## src/hdl/midi_note_state_tracker_assert.svh

```systemverilog
// ----------------------------------------------------------------------------
// MIDI note state tracker assertion macros
// Concurrent checks clocked on aclk and held off while aresetn is low.
// ----------------------------------------------------------------------------
`ifndef MIDI_NOTE_STATE_TRACKER_ASSERT_SVH
`define MIDI_NOTE_STATE_TRACKER_ASSERT_SVH

// The consequent must hold in the same cycle as the antecedent.
`define MNST_ASSERT_SAME(label, ante, cons) \
    label: assert property (@(posedge aclk) disable iff (!aresetn) (ante) |-> (cons)) \
        else $error("mnst check failed");

// The consequent must hold in the cycle after the antecedent.
`define MNST_ASSERT_NEXT(label, ante, cons) \
    label: assert property (@(posedge aclk) disable iff (!aresetn) (ante) |=> (cons)) \
        else $error("mnst check failed");

`endif

```

## src/hdl/mnst_ram.sv

```systemverilog
// ----------------------------------------------------------------------------
// mnst_ram
// Generic simple dual-port RAM: one write port, one read port, registered read.
// ----------------------------------------------------------------------------
module mnst_ram #(
    parameter int WIDTH = 8,
    parameter int DEPTH = 128
) (
    input  logic                                    aclk,
    input  logic                                    we,
    input  logic [(DEPTH > 1 ? $clog2(DEPTH) : 1)-1:0] waddr,
    input  logic [WIDTH-1:0]                        wdata,
    input  logic                                    re,
    input  logic [(DEPTH > 1 ? $clog2(DEPTH) : 1)-1:0] raddr,
    output logic [WIDTH-1:0]                        rdata
);

    logic [WIDTH-1:0] mem [DEPTH];
    logic [WIDTH-1:0] rdata_reg;

    always_ff @(posedge aclk) begin
        if (we) begin
            mem[waddr] <= wdata;
        end
        if (re) begin
            rdata_reg <= mem[raddr];
        end
    end

    assign rdata = rdata_reg;

endmodule

```

## config.mk

```make
export PLATFORM = sky130hd
export DESIGN_NAME = mnst_ram
export DESIGN_NICKNAME = d
export VERILOG_FILES = /design/src/hdl/midi_note_state_tracker_assert.svh /design/src/hdl/mnst_ram.sv
export SDC_FILE = /design/constraint.sdc
export NUM_CORES = 1
export LEC_CHECK = 0
export BUFFER_PORTS_ARGS = -buffer_cell sky130_fd_sc_hd__buf_2
export CORE_ASPECT_RATIO = 0.6
export CORE_MARGIN = 1
export CORE_UTILIZATION = 45
export DETAILED_ROUTE_END_ITERATION = 16
export PLACE_DENSITY = 0.71
export SLEW_MARGIN = 30
export SYNTH_ARGS = -nofsm -noshare
export SYNTH_HDL_FRONTEND = slang
export SYNTH_SLANG_ARGS = --single-unit
```

## constraint.sdc

```tcl
create_clock -name aclk -period 6.7 [get_ports aclk]
set_input_delay 0.335 -clock aclk [delete_from_list [all_inputs] [get_ports aclk]]
set_output_delay 0.335 -clock aclk [all_outputs]
set_load 0.005 [all_outputs]
```

# Yosys cells after proc, flatten, opt, wreduce, memory -nomap -nowiden
# Memories as Yosys holds them, arrays and structs flattened. A register that Yosys moved wholly into a read port is not among the register bits.
# Cells that the tools add are included.
[word_totals]
reg_bits = 0
out_inout_bits = 8
ram_bits = 1024
wordCells = 3
memories = 1
[mem_list]
columns = ["memory", "words", "word_bits", "rd", "rd_ports_with_merged_regs", "wr", "line_no", "rtl"]
rows = [
  ["mem", 128, 8, 1, 1, 1, "mnst_ram.sv:18", "logic [WIDTH-1:0] mem [DEPTH];"],
]
[op_classes]
muxes = 2
[ops]
columns = ["op", "n"]
rows = [
  ["$mux W1", 2],
]

# Depth between registers and ports, before layout
[depth]
depth_word = 2
depth_mapped = 7

# Least setup slack after synthesis
# No wires, ideal clock.
[synth_path]
path_type = "input-to-reg"
from = "input port raddr[0] in the netlist's numbering"
to = "register rdata_reg[0] (netlist: rdata[0]), read port of mem (data pin)"
arrival_time_ns = 2.719
cell_stages = 6
setup_time_ns = 0.260
path_buffers = 2
setup_slack_ns = 3.722
path_cell_list = "clkbuf_1 -> buf_1 -> mux4_2 -> mux4_2 -> mux4_2 -> mux2_2"
[synth_rtl]
columns = ["item", "line_no", "rtl"]
rows = [
  ["start, declared", "mnst_ram.sv:14", "input logic [(DEPTH > 1 ? $clog2(DEPTH) : 1)-1:0] raddr,"],
  ["end, declared", "mnst_ram.sv:19", "logic [WIDTH-1:0] rdata_reg;"],
]

==> results.md <==
- Outcome: finished clean
- Most frequent cell after synthesis: edfxtp_1
- Vias in the first global route: 18,000
- Clk_skew: 0.0449 ns
- FF+latch count, synth: 1,032
- Synth Net Count: 1,660
- Yosys top cell by area: edfxtp_1
- Post-route met1 wirelength: 39.1 mm
- Via Count: 18,300
- Slowest cell on the critical path: buf_4
- CP Data Required Time: 7.11 ns
- Static Leak: 13.3 nW
- Final Net Count: 1,727
- TritonCTS clock tree: done
- Fin worst setup slack: 3.50 ns
- Max_cap viols: 0
- Die width: 386 um
- Max Clock Freq: 0.313 GHz
- Most used cell, CP: mux4_2
- Peak VDD IR: 0.229 mV
- Final hold viol count: 0
- Post-synth top area share: 0.780
- Via density: 6.25
- Slowest Stage Delay on Critical Path: 0.62 ns
- GRT Overall Usage: 0.213
- Setup WS pre-CTS: 2.78 ns
- CTS buffer count: 86
- Max Used Layer: met5
- Count of cells resized by post-cts repair: 0
- Synth area leaders: edfxtp_1, mux4_2, nor2_1
- Async set-reset flop share out of synthesis: 0
- TNS Setup: 0 ns
- Power per cell area: 293 nW/um^2
- Final slew viol count: 0
- Library cells used by synthesis: 16
- CTS root buf: clkbuf_16
- Worst endpoint data arrival time: 3.61 ns
- Layout Area Growth over Synthesis: 11.7%
- Sinks on Clock Net: 1,032
- YS warnings: 0
- Filler cells: 6,590
- Initial Util: 0.454
- # DRC: 0
- Tcrit/Tclk final: 0.478
- Core area: 87,500 um^2
- Count of flip-flops with a built-in enable after synthesis: 1,032
- Worst Setup Start Kind: input pin
- Syn Area/Cell: 24.3 um^2
- IO buf count: 32
- Largest register FFs: 1,024
- Cts hold-fix bufs: 1
- Detailed Routing Iterations Pass 1: 5
- Synthesized area: 39,700 um^2
- Metal3 WL: 13.2 mm
- Grt total ovfl: 0
- Io pins: 33
- Die H: 232 um
- RSZ-0062 raised after global routing: false
- Worst setup path class: in -> reg
- Number of DRC markers in iteration 0: 2,773
- Clk_lat worst skew: 0.69 ns
- Global-route wire length before repair: 133 mm
- Worst-path cell chain: buf_8 -> buf_4 -> mux4_2 -> mux4_2 -> mux4_2 -> mux2_2
- Hold WC Path Type: in -> reg
- Routability cong.: 0.836
- Drt total wl: 92.6 mm
- Avg WL per Cell: 31.6 um
- WL met2: 38.9 mm
- Critical Path End Type: register
- Post-route ant nets: 0
- Relative slew slack: 0.316
- Clk buf depth: 3
- Initial antenna violation count: 8
- Worst slew pin tran: 1.02 ns
- Tmin final: 3.20 ns
- Most frequent cells after synthesis: edfxtp_1, mux4_2, nor2_1
- Layout cells sized above 1: 0.332
- Dpl hpwl: 57.4 mm
- Final setup viols: 0
- Rows: 84
- Synth Flop Type: edfxtp_1
- Largest net degree at the start of global routing: 113
- Mapped Cells: 1,635
- Die area: 89,600 um^2
- CP max FO: 65
- Clock transition at path regs: 0.07 ns
- Post-CTS Setup Inserts: 0
- H-tree Lvls: 3
- Seq/Total Area, Yosys: 0.780
==> layout make-up <==
class	count	area [um^2]	area share
multi-input cells	514	8490	0.191
repair buffers	68	544	0.0123
clock buffers	101	2230	0.0502
clock inverters	55	662	0.0149
diodes	2	5.00	0.000113
well taps	1161	1450	0.0327
flip-flops and latches	1032	31000	0.698
==> cells in the final DEF, fill, tap and decap left out, types with 2 or more instances in the layout <==
cell,netlist,routed
nor2b_1,7,7
diode_2,0,2
nand2_1,14,14
bufinv_16,0,13
nand2b_1,2,2
clkinv_2,0,10
clkbuf_16,0,87
clkinv_4,0,2
clkinvlp_4,0,4
inv_6,0,2
buf_4,11,37
clkinv_8,0,4
mux4_2,336,336
nand4_1,3,3
edfxtp_1,1032,1032
clkbuf_1,44,14
nand3_1,12,12
clkinv_1,0,19
mux2_2,8,8
nor2_1,122,72
nor3_1,9,6
buf_12,0,3
buf_8,0,2
nor3_2,0,3
nor2_2,0,50
buf_2,15,21
buf_6,1,3
==> per-stage QoR <==
stage	total power, mW	hold slack (ns)	area [um^2]	util	instances
2_1_floorplan	7.64	0.434	39700	-	1635
3_3_place_gp	7.92	0.661	41300	0.472	2773
3_5_place_dp	7.94	0.695	41400	0.473	2773
4_1_cts	13.1	0.0387	44300	0.506	2930
5_1_grt	13.4	0.0447	44400	0.507	2932
6_report	13.0	0.0676	44400	0.507	2933
==> per-layer routing <==
metal | track usage | up-vias
li1 | - | 7167
met4 | 0.0408 | 2
met2 | 0.284 | 1234
met1 | 0.337 | 9829
met5 | 0 | -
met3 | 0.0718 | 108
==> worst paths after layout <==
path / from / endpoint / slack [ns] / cells after the start
max: raddr[0] / rdata[3] / 3.50 / 6
min: re / rdata[4] / 0.07 / 1
max reg2reg: mem[39][5] / rdata[5] / 4.11 / 4
min reg2reg: mem[74][7] / rdata[7] / 1.20 / 4
==> report_power, final <==
group / switching (mW) / internal [mW] / total (mW)
registers: 0.0224 / 7.13 / 7.15
logic: 0.391 / 0.259 / 0.651
clock network: 2.31 / 2.90 / 5.21
==> cell families (layout without fill, tap and decap cells) <==
| logic type | count (synthesis) | after routing | share of synthesized area |
|---|---|---|---|
| flops | 1032 | 1032 | 0.780 |
| mux | 344 | 344 | 0.193 |
| simple gates | 170 | 170 | 0.0175 |
| buf+inv | 89 | 224 | 0.0101 |
| other cells | 0 | 2 | 0 |
==> worst max-delay path: cells and delay by family <==
family   cells  cell delay [ns]
buf+inv      2             1.16
mux          4             1.96
Power figures use the tool's default switching activity.
