## src/hdl/midi_note_state_tracker_assert.svh

```systemverilog
// ----------------------------------------------------------------------------
// MIDI note state tracker assertion macros
// Concurrent checks clocked on aclk and held off while aresetn is low.
// ----------------------------------------------------------------------------
`ifndef MIDI_NOTE_STATE_TRACKER_ASSERT_SVH
`define MIDI_NOTE_STATE_TRACKER_ASSERT_SVH

// The consequent must hold in the same cycle as the antecedent.
`define MNST_ASSERT_SAME(label, ante, cons) \
    label: assert property (@(posedge aclk) disable iff (!aresetn) (ante) |-> (cons)) \
        else $error("mnst check failed");

// The consequent must hold in the cycle after the antecedent.
`define MNST_ASSERT_NEXT(label, ante, cons) \
    label: assert property (@(posedge aclk) disable iff (!aresetn) (ante) |=> (cons)) \
        else $error("mnst check failed");

`endif

```

## src/hdl/mnst_pkg.sv

```systemverilog
// ----------------------------------------------------------------------------
// mnst_pkg
// Shared types, codes and constants of the MIDI note state tracker.
// ----------------------------------------------------------------------------
package mnst_pkg;

    localparam int NOTE_COUNT_DEF  = 128;
    localparam int QUEUE_DEPTH_DEF = 128;

    localparam int TIME_W = 32;
    localparam int BYTE_W = 8;

    // Upper nibble of the status byte.
    localparam logic [3:0] MSG_NOTE_OFF = 4'h8;
    localparam logic [3:0] MSG_NOTE_ON  = 4'h9;
    localparam logic [3:0] MSG_CTRL     = 4'hB;

    localparam logic [BYTE_W-1:0] SUSTAIN_CC     = 8'd64;
    localparam logic [BYTE_W-1:0] PEDAL_THRESH   = 8'h3F;
    localparam logic [BYTE_W-1:0] RELEASE_VEL    = 8'h3F;

    typedef enum logic [1:0] {
        FUNC_MSG   = 2'd0,
        FUNC_QUERY = 2'd1,
        FUNC_CLEAR = 2'd2
    } func_t;

    typedef enum logic [2:0] {
        S_IDLE,
        S_EXEC,
        S_QOUT,
        S_DRAIN_RD,
        S_DRAIN_WR
    } state_t;

    // Result of the shared adder: the sum and whether it equals the compare word.
    typedef struct packed {
        logic [TIME_W-1:0] sum;
        logic              hit;
    } alu_res_t;

endpackage

```

## src/hdl/mnst_alu.sv

```systemverilog
// ----------------------------------------------------------------------------
// mnst_alu
// Shared 32-bit adder with an equality compare on its sum.
// ----------------------------------------------------------------------------
module mnst_alu
    import mnst_pkg::*;
(
    input  logic [TIME_W-1:0] a,
    input  logic [TIME_W-1:0] b,
    input  logic [TIME_W-1:0] cmp,
    output alu_res_t          res
);

    logic [TIME_W-1:0] sum;

    assign sum     = a + b;
    assign res.sum = sum;
    assign res.hit = (sum == cmp);

endmodule

```

## config.mk

```make
export PLATFORM = sky130hd
export DESIGN_NAME = mnst_alu
export DESIGN_NICKNAME = d
export VERILOG_FILES = /design/src/hdl/midi_note_state_tracker_assert.svh /design/src/hdl/mnst_pkg.sv /design/src/hdl/mnst_alu.sv
export SDC_FILE = /design/constraint.sdc
export NUM_CORES = 1
export LEC_CHECK = 0
export BUFFER_PORTS_ARGS = -buffer_cell sky130_fd_sc_hd__buf_2
export CAP_MARGIN = 20
export CORE_ASPECT_RATIO = 0.5
export CORE_MARGIN = 3
export CORE_UTILIZATION = 40
export DETAILED_ROUTE_END_ITERATION = 10
export PLACE_DENSITY = 0.75
export REMOVE_ABC_BUFFERS = 1
export SLEW_MARGIN = 0
export SYNTH_ARGS = -nofsm -noshare
export SYNTH_HDL_FRONTEND = slang
export SYNTH_SLANG_ARGS = --single-unit
```

## constraint.sdc

```tcl
create_clock -name vclk -period 4.6
set_input_delay 0.46 -clock vclk [all_inputs]
set_output_delay 0.46 -clock vclk [all_outputs]
set_load 0.03 [all_outputs]
```

# Word-level counts from Yosys, hierarchy flattened

Index checks and enable logic that the tools add are counted.

Bits in registers: 0
Input bits: 96
Output and inout port bits: 33

$add $sub $neg: 1
Equal/unequal tests: 1

Operator list:

| cell           | count |
|---|---|
| 32-bit adder   | 1 |
| 32-bit == test | 1 |

# Logic depth before layout (Yosys ltp)

Word-level depth: 2
Mapped depth: 12
Gate-level depth less buffers: 12

# Worst setup path before layout

Ideal clock, no wire load.

Kind: input to output
From: in a[18]
To: out res[0] (netlist bit)
Data arrival time: 4162 ps
Data required time: 4140 ps
Slack: -22 ps
Stages on the path: 12
Path buffers: 1
Cell sequence: ha_1 -> clkbuf_1 -> nand2_1 -> nor3_1 -> nand4_1 -> a211oi_1 -> nor3b_2 -> xnor2_1 -> xor2_1 -> or4_1 -> or4_1 -> nor4_2

RTL lines:

| item        | RTL line       | text |
|---|---|---|
| from (decl) | mnst_alu.sv:8  | `input logic [TIME_W-1:0] a,` |
| to (decl)   | mnst_alu.sv:11 | `output alu_res_t res` |

==> summary.md <==
| Metric | Value |
|---|---|
| Critical Path Start | `b[11]` |
| Fin crit period | `4.39 ns` |
| Synth top area share | `0.179` |
| Congestion Overflow GR | `0` |
| Switching power | `0.383 mW` |
| GRT Overall Usage | `0.179` |
| Synth unique cells | `58` |
| Initial antenna violation count | `0` |
| Peak per-stage delay on the critical path | `0.54 ns` |
| Synth Instances | `292` |
| Clkbuf count | `0` |
| Max_cap viols | `0` |
| Register area | `0 um^2` |
| First-pass GRT wire length | `10,300 um` |
| Multi-input gate area | `2170 um^2` |
| Setup TNS | `0 ns` |
| DRT Wirelength | `6520 um` |
| I/O pin count | `129` |
| Filler Cell Count | `523` |
| Peak VDD IR | `0.124 mV` |
| Seq/Total Area, Yosys | `0` |
| Static Leak | `1.44 nW` |
| Core area | `5180 um^2` |
| Min-Delay Path Depth | `3` |
| Final hold slack | `1.33 ns` |
| Arr. time, crit path | `3.93 ns` |
| Final Slew Violations | `0` |
| Gpl congestion | `0.844` |
| Avg Cell Area, Syn | `7.72 um^2` |
| Avg WL per Cell | `13.2 um` |
| Layout cell share with drive strength beyond 1 | `0.390` |
| Total power divided by cell area | `211 nW/um^2` |
| Ys Warns | `0` |
| Hold wc startpoint | `b[0]` |
| CP Data Required Time | `4.14 ns` |
| Synth area leaders | `xnor2_1 18%, ha_1 17%, a21oi_1 6.7%, xor2_1 6.2%, a21o_1 4.7%` |
| Dpl cells | `491` |
| Drt drc | `0` |
| Top delay family on crit path | `simple AND/OR/NAND/NOR gates` |
| # setup viols final | `0` |
| Largest net degree at the start of global routing | `11` |
| DR vias | `2,634` |
| Count leader, synth | `xnor2_1` |
| Crit path max fanout | `10` |
| Post-synth top cells | `46 x xnor2_1, 31 x ha_1, 30 x a21oi_1, 28 x nand2_1, 16 x xor2_1` |
| Cell taking the most area after synthesis | `xnor2_1` |
| Endpoint kind of the worst setup timing path | `primary output` |
| Slowest CP cell | `or4_1` |
| Sw frac | `0.603` |
| Antenna cell count | `0` |
| Synthesized area | `2250 um^2` |
| Status | `finished, final reports clean` |
| Die Ht | `59.1 um` |
| Worst slew margin | `0.619` |
| Area Overhead vs Synth | `33.7%` |
| Slew of the pin with the lowest slew margin | `0.565 ns` |
| Nets@finish | `553` |
| Sequential share of power | `0` |
| Number of stages on the worst setup path | `13` |
| Proportion of power drawn by combinational gates | `1.000` |
| Final Cycle Share | `0.955` |
| FF+latch count | `0` |
| Fmax | `228 MHz` |
| Dpl hpwl | `5800 um` |
| Critical path, cell by cell | `buf_2, ha_2, nand4_1, nor3_1, nand4_1, a211oi_1, nor3b_2, xnor2_1, xor2_1, or4_1, or4_1, nor4_2, buf_4` |
| Die area | `6630 um^2` |
| Cts hold-fix bufs | `0` |
| Row cnt | `18` |
| Vias in the first global route | `2,438` |
| Worst path bufs/invs | `2` |
| Layout Cells excl Fill | `493` |
| Worst setup path class | `input pin to primary output` |
| DR iter-0 viols | `69` |
| PortBufs | `129` |
| Fin. Hold Viols | `0` |
| Drt first pass iters | `4` |
| Routed vias/inst | `5.34` |
| Die width | `112 um` |
| Startpoint class of the critical path | `input pin` |
| Effective utilization at floorplan | `0.435` |
| Clock network power share | `0` |
| Hold/Removal Path Class | `input pin to primary output` |
| Pint | `0.252 mW` |
| Antenna viol nets, final | `0` |
[per-layer routing]
| layer | up-vias | GRT usage | wire, um |
|---|---|---|---|
| met2 | 66 | 0.342 | 3110 |
| met3 | 2 | 0.0153 | 350 |
| li1 | 1367 | - | - |
| met5 | - | 0 | 0 |
| met1 | 1199 | 0.234 | 3040 |
| met4 | 0 | 0.0137 | 23 |
[timing repair]
item,in CTS,in global routing
resized for setup,0,10
endpoints found under the setup margin,0,1
setup buffers,0,2
endpoints found under the hold margin,0,0
[through the flow]
| stage | instance area, um^2 | utilization | setup WS, ns | power (mW) |
|---|---|---|---|---|
| 3_3_place_gp | 2960 | 0.571 | 0.132 | 0.621 |
| 6_report | 3010 | 0.582 | 0.208 | 0.635 |
| 3_5_place_dp | 2960 | 0.571 | 0.0725 | 0.624 |
| 5_1_grt | 3010 | 0.582 | -0.0429 | 0.689 |
| 4_1_cts | 2960 | 0.571 | 0.0624 | 0.627 |
| 2_1_floorplan | 2140 | - | -0.00385 | 0.447 |
[layout make-up]
class,instances,area share
Multi-Input combinational cell,279,0.721
Tap cell,70,0.0291
Timing Repair Buffer,142,0.247
Inverter,2,0.00249
[final timing paths]
check  slack, ns     end
max         0.21  res[0]
min         1.33  res[1]
[placed cells by master (no fill, tap or decap), types with 11 or more instances in the layout]
master,n
nand2_1,28
xnor2_1,46
buf_4,14
a21o_1,14
buf_2,128
a21oi_1,29
ha_1,30
o21ai_0,11
nand4_1,12
nor2_1,12
xor2_1,16
[logic make-up after synthesis]
group           Yosys count  share of synthesized area
xor+xnor                 63                      0.251
buf+inv                  13                     0.0522
compound gates          100                      0.310
simple gates             82                      0.197
mux                       2                    0.00888
fa+ha+maj                32                      0.181
[tightest hold or removal path, stage by stage]
cell and delay [ns]:
buf_2 0.08, ha_1 0.13, buf_2 0.20
[power by group through the flow]
stage	Sequential [mW]	Clock, mW	Combinational (mW)
floorplan	0	0	0.447
global placement	0	0	0.621
detailed placement	0	0	0.624
CTS	0	0	0.627
global route	0	0	0.689
finish	0	0	0.635
Note: power is estimated with default switching activity, not from simulation.
